## src/design/rpnp_pkg.sv

```systemverilog
`timescale 1ns / 1ps

package rpnp_pkg;

    localparam logic [7:0] HASH_CHAR    = 8'h23;
    localparam logic [3:0] DECIMAL_BASE = 4'd10;
    localparam logic [6:0] MIN_BASE     = 7'd2;
    localparam logic [6:0] MAX_BASE     = 7'd36;
    localparam logic [6:0] BASE_SAT     = 7'd127;
    localparam logic [5:0] NO_DIGIT     = 6'h3F;

    typedef enum logic [1:0] {
        ST_OK        = 2'd0,
        ST_BAD_DIGIT = 2'd1,
        ST_BAD_BASE  = 2'd2,
        ST_TOO_LARGE = 2'd3
    } t_status;

    typedef struct packed {
        logic [7:0] char_code;
        logic       last_char;
    } t_in_item;

    typedef struct packed {
        logic [63:0] value;
        logic [1:0]  status;
    } t_out_item;

    // ascii digit or letter to its value, NO_DIGIT otherwise
    function automatic logic [5:0] digit_of(input logic [7:0] c);
        logic [5:0] d;
        d = NO_DIGIT;
        if (c >= 8'h30 && c <= 8'h39) begin
            d = 6'(c - 8'h30);
        end else if (c >= 8'h61 && c <= 8'h7A) begin
            d = 6'(c - 8'h61 + 8'd10);
        end else if (c >= 8'h41 && c <= 8'h5A) begin
            d = 6'(c - 8'h41 + 8'd10);
        end
        return d;
    endfunction

endpackage

```

## src/design/radix_prefixed_number_parser.sv

```systemverilog
`timescale 1ns / 1ps

// channel | direction | handshake              | payload
// in      | input     | i_in_valid, o_in_stall  | i_in_data  (char_code, last_char)
// out     | output    | o_out_valid, i_out_stall| o_out_data (value, status)
//
// one character per cycle while o_in_stall is low; a character is registered
// at the input, then folded into the parse state with one value * base + digit
// step; the result is registered as the last character leaves the input register
// i_rst_n low (synchronous) clears the parse state and both valid flags
// a stalled result holds the next literal's last character in the input
// register; the characters before it keep flowing while a result waits

module radix_prefixed_number_parser
    import rpnp_pkg::*;
#(
    parameter int VALUE_WIDTH = 64
) (
    input  logic      i_clk,
    input  logic      i_rst_n,
    input  logic      i_in_valid,
    output logic      o_in_stall,
    input  t_in_item  i_in_data,
    output logic      o_out_valid,
    input  logic      i_out_stall,
    output t_out_item o_out_data
);

    localparam int PROD_WIDTH = VALUE_WIDTH + 7;

    t_in_item                 r_in;
    logic                     r_in_valid;
    logic                     r_after_hash;
    logic [6:0]               r_base;
    logic [VALUE_WIDTH-1:0]   r_value;
    logic                     r_digit_err;
    logic                     r_overflow;
    logic                     r_out_valid;
    t_out_item                r_out;

    logic                     u_after_hash;
    logic [6:0]               u_base;
    logic [VALUE_WIDTH-1:0]   u_value;
    logic                     u_digit_err;
    logic                     u_overflow;
    logic [5:0]               digit;
    logic [10:0]              base_next;
    logic [PROD_WIDTH-1:0]    prod;
    logic                     base_ok_cur;
    logic                     base_ok_upd;
    logic                     out_free;
    logic                     advance;
    logic                     in_take;
    t_status                  status;
    t_out_item                n_out;

    assign out_free   = !r_out_valid || !i_out_stall;
    assign advance    = r_in_valid && (!r_in.last_char || out_free);
    assign o_in_stall = r_in_valid && !advance;
    assign in_take    = i_in_valid && !o_in_stall;

    assign digit       = digit_of(r_in.char_code);
    assign base_ok_cur = (r_base >= MIN_BASE) && (r_base <= MAX_BASE);
    assign base_next   = 11'(r_base) * 11'(DECIMAL_BASE) + 11'(digit[3:0]);
    assign prod        = PROD_WIDTH'(r_value) * PROD_WIDTH'(r_base[5:0])
                       + PROD_WIDTH'(digit);

    always_comb begin
        u_after_hash = r_after_hash;
        u_base       = r_base;
        u_value      = r_value;
        u_digit_err  = r_digit_err;
        u_overflow   = r_overflow;
        if (!r_after_hash) begin
            if (r_in.char_code == HASH_CHAR) begin
                u_after_hash = 1'b1;
            end else if (digit >= 6'(DECIMAL_BASE)) begin
                u_digit_err = 1'b1;
            end else begin
                u_base = (base_next > 11'(BASE_SAT)) ? BASE_SAT : base_next[6:0];
            end
        end else if (base_ok_cur) begin
            if ({1'b0, digit} >= r_base) begin
                u_digit_err = 1'b1;
            end else begin
                // anything above the value width means the value no longer fits
                if (prod[PROD_WIDTH-1:VALUE_WIDTH] != '0) begin
                    u_overflow = 1'b1;
                end
                u_value = prod[VALUE_WIDTH-1:0];
            end
        end
    end

    assign base_ok_upd = (u_base >= MIN_BASE) && (u_base <= MAX_BASE);

    always_comb begin
        n_out.value = '0;
        if (u_digit_err) begin
            status = ST_BAD_DIGIT;
        end else if (!base_ok_upd) begin
            status = ST_BAD_BASE;
        end else if (u_overflow) begin
            status = ST_TOO_LARGE;
        end else begin
            status = ST_OK;
            if (u_after_hash) begin
                n_out.value = 64'(u_value);
            end
        end
        n_out.status = status;
    end

    always_ff @(posedge i_clk) begin
        if (!i_rst_n) begin
            r_in_valid   <= 1'b0;
            r_out_valid  <= 1'b0;
            r_after_hash <= 1'b0;
            r_base       <= '0;
            r_value      <= '0;
            r_digit_err  <= 1'b0;
            r_overflow   <= 1'b0;
        end else begin
            if (in_take) begin
                r_in_valid <= 1'b1;
            end else if (advance) begin
                r_in_valid <= 1'b0;
            end
            if (out_free) begin
                r_out_valid <= advance && r_in.last_char;
            end
            if (advance) begin
                if (r_in.last_char) begin
                    // literal done, start the next one clean
                    r_after_hash <= 1'b0;
                    r_base       <= '0;
                    r_value      <= '0;
                    r_digit_err  <= 1'b0;
                    r_overflow   <= 1'b0;
                end else begin
                    r_after_hash <= u_after_hash;
                    r_base       <= u_base;
                    r_value      <= u_value;
                    r_digit_err  <= u_digit_err;
                    r_overflow   <= u_overflow;
                end
            end
        end
    end

    always_ff @(posedge i_clk) begin
        if (in_take) begin
            r_in <= i_in_data;
        end
        if (advance && r_in.last_char) begin
            r_out <= n_out;
        end
    end

    assign o_out_valid = r_out_valid;
    assign o_out_data  = r_out;

endmodule

```

## config.mk

```make
export PLATFORM = sky130hd
export DESIGN_NAME = radix_prefixed_number_parser
export DESIGN_NICKNAME = d
export VERILOG_FILES = /design/src/design/rpnp_pkg.sv /design/src/design/radix_prefixed_number_parser.sv
export SDC_FILE = /design/constraint.sdc
export NUM_CORES = 1
export LEC_CHECK = 0
export ABC_AREA = 1
export BUFFER_PORTS_ARGS = -buffer_cell sky130_fd_sc_hd__buf_2
export CAP_MARGIN = 20
export CORE_MARGIN = 2
export CORE_UTILIZATION = 50
export CTS_BUF_LIST = sky130_fd_sc_hd__clkbuf_8 sky130_fd_sc_hd__clkbuf_16
export CTS_CLUSTER_DIAMETER = 30
export DETAILED_ROUTE_END_ITERATION = 12
export GPL_TIMING_DRIVEN = 1
export PLACE_DENSITY = 0.69
export SETUP_SLACK_MARGIN = 0.3
export SLEW_MARGIN = 20
export SYNTH_ARGS = -nofsm -noshare
export SYNTH_HDL_FRONTEND = slang
export SYNTH_SLANG_ARGS = --single-unit
```

## constraint.sdc

```tcl
create_clock -name i_clk -period 5.6 [get_ports i_clk]
set_input_delay 0.56 -clock i_clk [delete_from_list [all_inputs] [get_ports i_clk]]
set_output_delay 0.56 -clock i_clk [all_outputs]
set_load 0.02 [all_outputs]
```

==> results of run 1 <==
## sequential cells by signal, indices dropped and copies added (netlist names)
| register | count |
|---|---|
| o_out_data | 66 |
| o_out_valid | 1 |
| r_after_hash | 1 |
| r_base | 7 |
| r_digit_err | 1 |
| r_in | 9 |
| r_in_valid | 1 |
| r_overflow | 1 |
| r_value | 64 |
## power groups by stage
stage                     Combinational, mW  Sequential (mW)  Clock (mW)
after floorplan                       0.117             1.20           0
after global placement                0.171             1.20           0
after detailed placement              0.173             1.20           0
after CTS                             0.187             1.17        1.32
after global routing                  0.223             1.17        1.35
final                                 0.202             1.17        1.28
## repair_timing
action / CTS / global route
setup endpoints to repair: 63 / 98
gates cloned: 4 / 13
resized for setup: 76 / 438
pin swaps: 9 / 165
setup buffers: 11 / 32
## cell usage in the layout, fill, tap and decap left out, types with 8 or more instances in the layout
cell and instances:
nand2_1 1010, inv_1 684, fa_1 251, a21oi_1 120, nor2_1 101, ha_4 96, buf_2 80, nand3_1 79
ha_1 79, edfxtp_1 75, nand2_2 74, buf_4 74, dfxtp_1 70, nor3_2 52, a21oi_2 42, nor2_4 41
o21ai_0 37, nor2_2 33, xor2_1 33, or2_2 29, xnor2_1 28, clkbuf_16 27, inv_2 22, nand2_4 21
nand4_1 17, buf_12 16, nor3_4 15, o21ai_1 12, nand3_2 11, o21bai_1 11, nor3_1 10, o21a_1 9
and2_1 8
## final cells by class
cell class | instances | area share, %
sequential | 151 | 13.6
clock inverter | 15 | 0.733
timing repair buffer | 193 | 6.38
inverter | 709 | 9.59
multi-input combinational | 2282 | 65.5
tap | 600 | 2.70
clock buffer | 17 | 1.53
## worst max-delay path, cell delays in order, from the launching register on
cell	delay (ps)
dfxtp_4	460
clkbuf_16	220
clkbuf_16	160
nand2_1	70
fa_1	530
inv_1	60
fa_1	530
fa_1	450
ha_1	340
ha_4	320
nand2_2	120
nor2_4	210
nand2_1	100
inv_1	90
nand2_1	80
nor2_1	190
nand3_1	130
nand4_1	110
nand2_1	50
inv_1	50
nand2_1	70
o21bai_4	150
nand3_4	110
buf_12	190
clkbuf_16	210
nor3_2	170
## stage by stage
stage	utilization, %	setup slack [ps]
final	61.5	260
after global routing	61.5	20.0
after CTS	55.5	262
after detailed placement	52.9	124
after global placement	52.9	172
after floorplan	-	302
## routing by layer
metal / up-vias / part of all wire, %
li1: 9957 / -
met1: 10100 / 41
met2: 859 / 47
met3: 194 / 7.5
met4: 0 / 4.4
met5: - / 0
## path summary, 6_finish.rpt
check	slack (ps)	end	cells after the start
setup / recovery	260	o_out_data[14]$_SDFFCE_PP0P_	25
hold / removal	230	r_in[5]$_DFFE_PP_	1
setup reg to reg	260	o_out_data[14]$_SDFFCE_PP0P_	25
hold reg to reg	490	r_digit_err$_SDFFE_PN0P_	2
## cell families after synthesis
family,count (synthesis)
multiplexers,1
AO/OA/AOI/OAI,267
adder cells (fa/ha/maj),431
flip-flops,151
buffers and inverters,864
AND/OR/NAND/NOR,1521
XOR/XNOR,62
==> metrics.md, run 1 <==
| Metric | Value |
|---|---|
| Xor and xnor area share after synthesis | 2.37% |
| Synth-to-layout area growth | 21.7% |
| Time the worst path needs with I/O delays and setup | 5340 ps |
| Met2 Use GR | 43.7% |
| Cts bufs inserted | 17 |
| Post-Synth Simple-Gate Area | 28.2% |
| Worst IR Drop VDD | 172 uV |
| Cell Pwr Density | 95.4 mW/mm^2 |
| Cell Count Post-Placement | 3875 |
| IO Pins | 81 |
| GRT Max-Usage Layer | met2 |
| Total of hold buffers inserted after clock tree synthesis | 0 |
| Detailed-route DRC error count | 0 |
| Multiplexer share of the synthesized area | 0.0437% |
| Vias in the first global route | 19.7k |
| M1 GR Usage | 35.9% |
| Count of flip-flops with a built-in enable after synthesis | 75 |
| Filler Cells Inserted | 3840 |
| Clock edge transition at the registers on the reported setup and hold paths | 70 ps |
| Start of the worst register-to-register path | r_base[4]$_SDFFE_PN0P_ |
| Met3 layer usage reported by global route | 5.02% |
| Startpoint class of the critical path | flop |
| Adder and majority cell fraction of the synthesized area | 31.9% |
| Internal portion of total power | 1.97 mW |
| Number of design-rule violations left by the first detailed-router iteration | 1940 |
| Starting Density | 50.5% |
| Clk root buf | clkbuf_16 |
| Sequential cell area | 0.00379 sq mm |
| Required time at the endpoint of the critical path | 5950 ps |
| Largest driver fanout on the critical path | 8 |
| Synthesis-stage register bit count | 151 |
| Antenna violations before repair | 0 |
| Final design instance area without fill | 0.0278 sq mm |
| X dimension of the die | 218 microns |
| Via density per instance | 5.31 |
| Setup total negative slack | 0 ps |
| Number of standard-cell rows in the floorplan | 78 |
| Hold Path Class | primary input to flop |
| Endpoint arrival time on the critical path | 5690 ps |
| Category of the worst setup path capture point | flop |
| Max-cap violation count | 0 |
| Antenna diodes | 0 |
| Psw | 0.690 mW |
| Main area contributors after synthesis | fa_1 (22%), nand2_1 (18%), inv_1 (12%) |
| Synthesized netlist net count | 3741 |
| Unrepaired setup endpoints after global routing | yes |
| Post-Syn Area | 0.0229 sq mm |
| TritonCTS clock tree | built |
| Proportion of power drawn by the clock network | 48.3% |
| Result of the run | complete, no violations |
| Total via count after detailed routing | 21.1k |
| Fraction of layout cells with a size suffix above 1 | 20.9% |
| Total Routed Length | 69.2 mm |
| First-pass GRT wire length | 101 mm |
| Final count of hold timing violations | 0 |
| Mean instance size in the synthesized netlist | 6.94 sq um |
| Leading post-synthesis cells by instance count | nand2_1 (1105), inv_1 (705), fa_1 (254) |
| Top_reg_cell synth | dfxtp_1 |
| Critical path startpoint | r_base[4]$_SDFFE_PN0P_ |
| Maximum buffer depth of the clock tree | 2 |
| Half-perimeter wire length after detailed placement | 46.5 mm |
| Clock Skew | 9.70 ps |
| Most instantiated library cell after synthesis | nand2_1 |
| Number of detailed-routing iterations run before antenna repair | 6 |
| Die footprint | 0.0475 sq mm |
| Number of nets with antenna violations after detailed routing | 0 |
| CTS sink cnt | 151 |
| Combined area of the multi-input logic cells | 0.0182 sq mm |
| Min-Delay Startpoint | i_in_data[5] |
| Final setup vio count | 0 |
| Worst Setup Path Type | flop to flop |
| Portion of total power attributed to sequential cells | 44.1% |
| Final net count | 3798 |
| Share of the synthesized area in compound gates (AO/OA/AOI/OAI) | 6.42% |
| Sequential area share after synthesis | 16.5% |
| Global placer's final weighted congestion | 1.00 |
| Max-slew headroom | 39.5% |
| Skew-Pair Late Insertion Delay | 500 ps |
| Fraction of power consumed by combinational cells | 7.6% |
| Min Hold Slack | 232 ps |
| Overflow after GRT | 0 |
| Library cell with the largest summed area after synthesis | fa_1 |
| Average detailed-routed wire length per instance | 17.4 microns |
| Area fraction of the dominant cell type after synthesis | 22.2% |
| Number of unique standard cell types used by synthesis | 47 |
| Post-route total power | 2.66 mW |
| Warnings, synthesis | 0 |
| Main combinational cell family by area after synthesis | adder cells |
| Number of pins exceeding their max-slew limit in the final report | 0 |
| Area of the core | 0.0453 sq mm |
| Pin count of the biggest net entering global routing | 62 |
| Transition at the pin with the smallest max-transition slack | 905 ps |
| Cell area after placement | 0.0240 sq mm |
| Asr flop ratio synth | 0% |
| Count of port buffers added during placement | 80 |
| Share of the clock period used by the worst path | 95.4% |
| Mapped Cells | 3297 |
| Leakage | 14.9 nW |
| Final Non-Filler Cells | 3967 |
| Maximum level of the CTS H-tree | 4 |
| Global-route total usage across every layer | 27.0% |
| Fmax achieved | 187 MHz |
| Switching portion of total power | 26.0% |
| Die height | 218 microns |
(Power assumes the default switching activity.)
==> run 2, diff against run 1 <==
Settings changed: PLACE_DENSITY 0.69 to 0.78.
==> run 2 against run 1 <==
Sequential power about the same. Sequential cell count unchanged. Global-route usage decreased by 0.54 points. Combinational power decreased by 5%. Hold slack got worse by 3.9 ps. Final area decreased by 5.5%. Count of clock-buffer cells in the layout increased by 1. Register-to-register slack got worse by 40 ps. Wire length decreased by 4.1%.
==> metrics.md, run 2 (same netlist as run 1, synthesis figures left out) <==
| Metric | Value |
|---|---|
| Result of the run | complete, no violations |
| First-pass GRT wire length | 99.3 mm |
| Pin count of the biggest net entering global routing | 76 |
| Most frequent cells in the layout | nand2_1 (1064), inv_1 (702), fa_1 (254) |
| Clock Skew | 16.2 ps |
| Max-cap violation count | 0 |
| Via density per instance | 5.29 |
| Final design instance area without fill | 0.0263 sq mm |
| Global-route total usage across every layer | 26.4% |
| Final net count | 3763 |
| Cell area after placement | 0.0239 sq mm |
| Category of the worst setup path capture point | flop |
| Hold Path Class | primary input to flop |
| Time the worst path needs with I/O delays and setup | 5380 ps |
| Final Non-Filler Cells | 3932 |
| Number of nets with antenna violations after detailed routing | 0 |
| Final setup vio count | 0 |
| TritonCTS clock tree | built |
| Area of the core | 0.0453 sq mm |
| CTS sink cnt | 151 |
| Skew-Pair Late Insertion Delay | 510 ps |
| Fmax achieved | 186 MHz |
| Count of port buffers added during placement | 80 |
| Filler Cells Inserted | 4095 |
| Global placer's final weighted congestion | 0.982 |
| Number of detailed-routing iterations run before antenna repair | 6 |
| Worst slack after detailed placement | 160 ps |
| Die footprint | 0.0475 sq mm |
| Largest driver fanout on the critical path | 17 |
| Final count of hold timing violations | 0 |
| Max FFs per register | 66 |
| Worst setup slack after layout | 222 ps |
| Transition at the pin with the smallest max-transition slack | 1120 ps |
| Final core area utilization | 58.1% |
| Die height | 218 microns |
| Synth-to-layout area growth | 15.0% |
| Maximum level of the CTS H-tree | 4 |
| Average detailed-routed wire length per instance | 16.9 microns |
| Number of design-rule violations left by the first detailed-router iteration | 1590 |
| Cell Count Post-Placement | 3871 |
| Antenna violations before repair | 0 |
| Clk root buf | clkbuf_16 |
| Worst Setup Path Type | flop to flop |
| X dimension of the die | 218 microns |
| Detailed-route DRC error count | 0 |
| Number of standard-cell rows in the floorplan | 78 |
| Post-route total power | 2.58 mW |
| Half-perimeter wire length after detailed placement | 45.4 mm |
| Share of the clock period used by the worst path | 96.0% |
| Total via count after detailed routing | 20.8k |
| Overflow after GRT | 0 |
| Most common cell after layout, fill and taps aside | nand2_1 |
| Antenna diodes | 0 |
| Fraction of layout cells with a size suffix above 1 | 15.2% |
| Min Hold Slack | 228 ps |
| Max-slew headroom | 25.3% |
| Maximum buffer depth of the clock tree | 2 |
| Vias in the first global route | 19.7k |
| Required time at the endpoint of the critical path | 5960 ps |
| Cts bufs inserted | 17 |
| Startpoint class of the critical path | flop |
| Worst IR Drop VDD | 203 uV |
| Cell Pwr Density | 98.3 mW/mm^2 |
| Setup total negative slack | 0 ps |
| Unrepaired setup endpoints after global routing | yes |
| Clock edge transition at the registers on the reported setup and hold paths | 70 ps |
| Endpoint arrival time on the critical path | 5740 ps |
| Starting Density | 50.5% |
| Total Routed Length | 66.3 mm |
| IO Pins | 81 |
| Leakage | 14.4 nW |
| Number of pins exceeding their max-slew limit in the final report | 0 |
[run 2: cell count changes in the layout (fill, tap and decap cells not counted), moves of 22 or more]
cell	before	now
nand2_1	1010	1064
buf_4	74	43
ha_1	79	124
nand2_2	74	35
nor2_4	41	19
ha_4	96	46
[run 2: final timing paths]
check                           start                            to  slack (ps)  cells after the start
max            r_base[3]$_SDFFE_PN0P_  o_out_data[61]$_SDFFCE_PP0P_         220                     21
min                      i_in_data[4]             r_in[4]$_DFFE_PP_         230                      1
max reg2reg    r_base[3]$_SDFFE_PN0P_  o_out_data[61]$_SDFFCE_PP0P_         220                     21
min reg2reg  r_digit_err$_SDFFE_PN0P_      r_digit_err$_SDFFE_PN0P_         470                      2
[run 2: where the power goes]
part           internal, mW  switching, mW
clock network         0.656          0.568
registers              1.16        0.00914
logic                0.0567          0.134
total                  1.87          0.711
[run 2: layout make-up]
type	instances	area, sq um	area share [%]
Multi-Input combinational cell	2282	17000	64.6
Clock buffer	18	450	1.71
Sequential cell	151	3790	14.4
Inverter	709	2660	10.1
Clock inverter	14	153	0.580
Tap cell	600	751	2.85
Timing Repair Buffer	158	1490	5.67
[run 2: critical path, stage by stage, from the launching register on]
cell	delay (ps)
dfxtp_4	460
clkbuf_16	260
nand2_1	70
inv_1	90
fa_1	460
fa_1	550
fa_1	530
ha_1	320
ha_2	390
nand2_2	130
nor4_2	380
and3_1	280
nand2_2	70
nand3_1	80
nand2_1	50
nor2_1	110
nand3_1	100
o21bai_2	220
nand3_4	100
buf_12	180
clkbuf_16	190
nor3_4	170
[run 2: layer usage]
metal | GRT usage [%] | part of all wire (%) | vias up
li1 | - | - | 9907
met1 | 35.3 | 41 | 9804
met2 | 42.1 | 46 | 907
met3 | 5.20 | 8.2 | 177
met4 | 10.5 | 5.1 | 0
met5 | 0 | 0 | -
[run 2: repair_timing]
item | CTS | global route
gates cloned | 3 | 12
gates resized for setup | 40 | 228
hold buffers | 0 | 0
pin swaps | 3 | 51
buffers inserted | 2 | 12
endpoints found under the setup margin | 69 | 95
